## config.mk

```make
export PLATFORM = sky130hd
export DESIGN_NAME = dcp_front
export DESIGN_NICKNAME = d
export VERILOG_FILES = /design/src/rtl/core/dcp_pkg.sv /design/src/rtl/core/dcp_front.sv
export SDC_FILE = /design/constraint.sdc
export NUM_CORES = 1
export LEC_CHECK = 0
export BUFFER_PORTS_ARGS = -buffer_cell sky130_fd_sc_hd__buf_2
export CAP_MARGIN = 20
export CORE_UTILIZATION = 35
export DETAILED_ROUTE_END_ITERATION = 16
export PLACE_DENSITY = 0.69
export SLEW_MARGIN = 20
export SYNTH_ARGS = -nofsm -noshare
export SYNTH_HDL_FRONTEND = slang
export SYNTH_SLANG_ARGS = --single-unit
```

## constraint.sdc

```tcl
create_clock -name i_clk -period 13.1 [get_ports i_clk]
set_input_delay 3.275 -clock i_clk [delete_from_list [all_inputs] [get_ports i_clk]]
set_output_delay 3.275 -clock i_clk [all_outputs]
set_load 0.02 [all_outputs]
```

## src/rtl/core/dcp_pkg.sv

```systemverilog
// Package for the digest cache with tree pseudo-LRU replacement.
// Holds the item, result and line layouts and the engine state type.
// No dependencies.
package dcp_pkg;

    localparam int unsigned TOP_W  = 32;
    localparam int unsigned MID_W  = 64;
    localparam int unsigned BOT_W  = 64;
    localparam int unsigned POS_W  = 64;
    localparam int unsigned DIG_W  = TOP_W + MID_W + BOT_W;
    // line word: {valid, position, bottom, middle, top}
    localparam int unsigned LINE_W = DIG_W + POS_W + 1;
    localparam int unsigned ITEM_W = DIG_W + POS_W;

    typedef struct packed {
        logic [POS_W-1:0] pos;
        logic [BOT_W-1:0] bot;
        logic [MID_W-1:0] mid;
        logic [TOP_W-1:0] top;
    } t_item;

    typedef struct packed {
        logic             hit;
        logic [POS_W-1:0] pos;
    } t_result;

    typedef enum logic [2:0] {
        S_CLEAR,
        S_IDLE,
        S_SEARCH,
        S_AWAY,
        S_WALK_RD,
        S_WALK_WR,
        S_INSERT,
        S_DONE
    } t_state;

endpackage

```

## src/rtl/core/dcp_front.sv

```systemverilog
// Front end: takes input beats and holds them in a two-entry queue
// ahead of the lookup engine. Depends on dcp_pkg.
module dcp_front (
    input  logic           i_clk,
    input  logic           i_rst_n,
    input  logic           i_valid,
    output logic           o_ready,
    input  dcp_pkg::t_item i_item,
    output logic           o_valid,
    input  logic           i_ready,
    output dcp_pkg::t_item o_item
);

    dcp_pkg::t_item r_q [2];
    logic           r_wp;
    logic           r_rp;
    logic [1:0]     r_cnt;
    logic           push;
    logic           pop;

    assign o_ready = (r_cnt != 2'd2);
    assign o_valid = (r_cnt != 2'd0);
    assign o_item  = r_q[r_rp];
    assign push    = i_valid && o_ready;
    assign pop     = o_valid && i_ready;

    // queue storage
    always_ff @(posedge i_clk) begin
        if (push) begin
            r_q[r_wp] <= i_item;
        end
    end

    // pointers and fill level
    always_ff @(posedge i_clk) begin
        if (!i_rst_n) begin
            r_wp  <= 1'b0;
            r_rp  <= 1'b0;
            r_cnt <= 2'd0;
        end else begin
            if (push) begin
                r_wp <= ~r_wp;
            end
            if (pop) begin
                r_rp <= ~r_rp;
            end
            r_cnt <= r_cnt + {1'b0, push} - {1'b0, pop};
        end
    end

endmodule

```

Word level (Yosys, flattened, before mapping)
Memories as Yosys holds them, arrays and structs flattened. A register that Yosys moved wholly into a read port is not among the register bits.
Cells that the tools add are included.
{"block": "totals", "register_bits": 4, "latch_bits": 0, "mem_bits_rw": 448, "rom_bits": 0, "inputBits": 228, "elab_cells": 16, "memories": 1}
{"block": "classes", "addsub": 2, "multipliers": 0, "n_div": 0, "magnitude_cmp": 0, "n_eq_ne": 1, "shift": 0, "mux": 4, "n_bitwise": 2, "n_reduce_logical": 3}
{"memory": "r_q", "words": 2, "word_bits": 224, "rd": 1, "rd_ports_with_merged_regs": 1, "write_ports": 1, "line": "dcp_front.sv:14", "rtl": "dcp_pkg::t_item r_q [2];"}
{"operator": "two-way mux 1 bit", "count": 4}
{"operator": "adder 2 x 1 -> 2 bit", "count": 1}
{"operator": "logical AND 1 bit", "count": 2}
{"operator": "inequality test 2 bit, second input constant", "count": 1}
{"operator": "inverter 1 bit", "count": 2}
{"operator": "nonzero test 2 bit", "count": 1}
{"operator": "subtractor 2 x 1 -> 2 bit", "count": 1}

Depth between registers and ports, before layout
{"block": "depth", "depth_word": 4, "depth_mapped": 8}

Worst setup path before layout
OpenSTA, ideal clock, no wires.
{"block": "synth_timing", "path_kind": "input -> register", "from": "input port i_valid", "to": "memory r_q[0][0] (netlist name) (enable)", "setup_ns": 0.813, "arrival_time_ns": 12.657, "required_time_ns": 12.287, "path_slack_ns": -0.370, "stages": 2, "path_buffers": 0, "path_cell_list": "nand2_1 nor2_1"}
{"block": "synth_via", "elab_chain_cells": 3}
{"element": "from (decl)", "line": "dcp_front.sv:6", "rtl": "input logic i_valid,"}
{"element": "logical AND 1 bit", "line": "dcp_front.sv:24", "rtl": "assign push = i_valid && o_ready;"}
{"element": "two-way mux 1 bit", "line": "dcp_front.sv:29", "rtl": "if (push) begin"}
{"element": "two-way mux 1 bit (implied by the code)", "line": "dcp_front.sv:30", "rtl": "r_q[r_wp] <= i_item;"}
{"element": "to (decl)", "line": "dcp_front.sv:14"}
Every way passes these cells.

==> results.toml <==
[clock_tree]
clock_latency_ns = 0.56
cts.sinks = 453
cts-resized-gates = 0
clockBufferDepth = 3
htree_levels = 2
clk_pin_slew_ns = 0.06
cts_tree = "done"
cts-root-buf = "clkbuf_16"
cts_hold_buf = 0
cts_made_buffers = 48
postCtsSetupBuffers = 0

[die]
core_area_sq_mm = 0.0479
row_count = 80
die_w_um = 223
ios = 454
die_area_sq_mm = 0.0496
initial_utilization = 0.356
chipHeight_um = 223

[timing]
rsz0062_at_grt = "no"
tns_ns = 0
slew_viol_final = 0
setup_viol = 0
finalHoldViolCount = 0
period_needed_ns = 6.24
clock.fmax_ghz = 0.160
period_share = 0.477
timing.slew.headroom = 0.311
worst_pin_slew_ns = 1.03
final.setup.worst_slack_ns = 6.86
finClkSkew_ns = 0.00721

[layout]
syn2layout_area_growth_pct = 25.6
multi_input_area_sq_mm = 0.00327
seq_area_sq_mm = 0.0136
nNetsFinal = 1437
drive_above_1_share = 0.609
num-fill-cells = 4157
fin_cells = 1862
fin_util = 0.447

[logic_synthesis]
yosysMostFrequentCell = "edfxtp_1"
synth_top_area_frac = 0.789
synth_edf_count = 448
synthFlopType = "edfxtp_1"
avgSynthCellArea_sq_um = 23.7
syn_inst = 721
seq_area_frac_synth = 0.795
synth_common_cells = "448 x edfxtp_1, 160 x mux2_4, 64 x mux2_2"
async_flop_share = 0
yosys.area.top_type = "edfxtp_1"
syn_area_sq_mm = 0.0171
synthTopCellsByArea = "edfxtp_1 79%, mux2_4 14%, mux2_2 4.2%"
syn_nets = 951
ys_types = 18
ys_ff_latch = 453
yosys_warnings = 0

[pwr]
combPwrFrac = 0.270
switching_share = 0.293
seqPwrFrac = 0.439
max-vdd-ir-drop_v = 0.000253
p_sw_w = 0.00126
power.internal_w = 0.00304
p_clk_frac = 0.290
power_leakage_nw = 8.21
power_w = 0.00430
power.density_mw_per_mm2 = 201

[route]
vias = 8416
first_pass_iters = 4
avgViaCountPerCell = 4.52
drt-initial-drc-count = 335
drc = 0
wl_per_cell_um = 18.7
routed_wl_mm = 34.7
drtAntennaViolNets = 0

[critical_path]
r2r_start = "r_cnt[0]$_SDFF_PN0_"
reg2reg_slack_ns = 9.90
crit_path_end_kind = "primary output"
worstPathMaxFanout = 56
crit_arrival_ns = 2.97
r2r_cells = 4
critPathKind = "reg2out"
start_kind = "flip-flop"
crit_required_ns = 9.82
worstReg2RegEnd = "r_q[1][208]$_DFFE_PP_"

[min_path]
hp-start = "r_rp$_SDFFE_PN0P_"
min_path_type = "reg2reg"
hold_path_depth = 2

[place]
port_buffers = 453
post-place-cells = 1771
post-place-ws_ns = 7.03
hpwl_mm = 23.0
gp_congestion = 0.742

[grt]
gr-total-overflow = 0
grt_pass1_vias = 8763
grt_use_total = 0.134
grt_max_degree = 155
antenna_found_initial = 10
grt_pass1_wl_mm = 50.5

[job]
maxCapViolCount = 0

[run_status]
status = "completed"
## per-layer routing
| layer | part of all wire | routed length [um] | vias to the layer above | track usage |
|---|---|---|---|---|
| met1 | 0.37 | 12700 | 4163 | 0.145 |
| met2 | 0.52 | 17900 | 284 | 0.235 |
| met4 | 0.031 | 1080 | 14 | 0.0572 |
| li1 | - | - | 3869 | - |
| met3 | 0.084 | 2920 | 86 | 0.0503 |
| met5 | 0.0029 | 102 | - | 0 |
## stage by stage
stage	instance area, sq um	hold WS, ns
final	21400	0.540
after floorplan	17100	0.466
after global routing	21400	0.577
after detailed placement	19900	0.536
after global placement	19900	0.512
after CTS	21400	0.551
## worst max-delay path by stage
stage | endpoint | slack (ns) | cells after the start
floorplan | r_q[0][0]$_DFFE_PP_ | 3.42 | 2
global placement | r_q[1][100]$_DFFE_PP_ | 7.06 | 4
detailed placement | r_q[1][211]$_DFFE_PP_ | 7.03 | 4
CTS | o_item[0] | 6.80 | 3
global route | o_item[0] | 6.69 | 3
finish | o_item[52] | 6.86 | 3
## cells in the final DEF, fill, tap and decap left out, drive strengths merged, types with 2 or more instances in the layout
master    netlist  final
and2            2      2
buf            25    461
clkbuf          0     62
clkinv          0     19
clkinvlp        0      4
dfxtp           5      5
diode           0      3
edfxtp        448    448
ha              2      2
inv             1      2
mux2          224    224
nand2           2      2
nand2b          2      2
nor2b           2      2
xnor2           3      3
## cell type report
cell class | count | share of cell area
tap | 615 | 0.0359
sequential | 453 | 0.633
multi-input combinational | 242 | 0.152
inverter | 1 | 0.000175
timing repair buffer | 461 | 0.111
clock buffer | 62 | 0.0604
clock inverter | 25 | 0.00736
antenna | 3 | 0.000350
## registers in the layout, summed over array words and instances, names as in the netlist, named ones only
name	flops
r_cnt	2
r_rp	1
r_q	448
r_wp	1
## critical path, stage by stage (launching register included)
cell	delay (ns)
dfxtp_4	0.82
buf_4	0.89
mux2_2	0.41
buf_2	0.16
## logic make-up after synthesis
| kind of cell | count (synthesis) | synth area share |
|---|---|---|
| mux | 225 | 0.184 |
| xor+xnor | 3 | 0.00154 |
| buf+inv | 26 | 0.0145 |
| compound gates | 1 | 0.000440 |
| simple gates | 11 | 0.00360 |
| fa+ha+maj | 2 | 0.00147 |
| flops | 453 | 0.795 |
## power by group through the flow
stage / combinational (W) / clock (W) / sequential (W)
after floorplan: 0.000864 / 0 / 0.00193
after global placement: 0.00117 / 0 / 0.00191
after detailed placement: 0.00118 / 0 / 0.00192
after CTS: 0.00118 / 0.00129 / 0.00189
after global routing: 0.00122 / 0.00133 / 0.00191
final: 0.00116 / 0.00125 / 0.00189
Note: power is estimated with default switching activity, not from simulation.
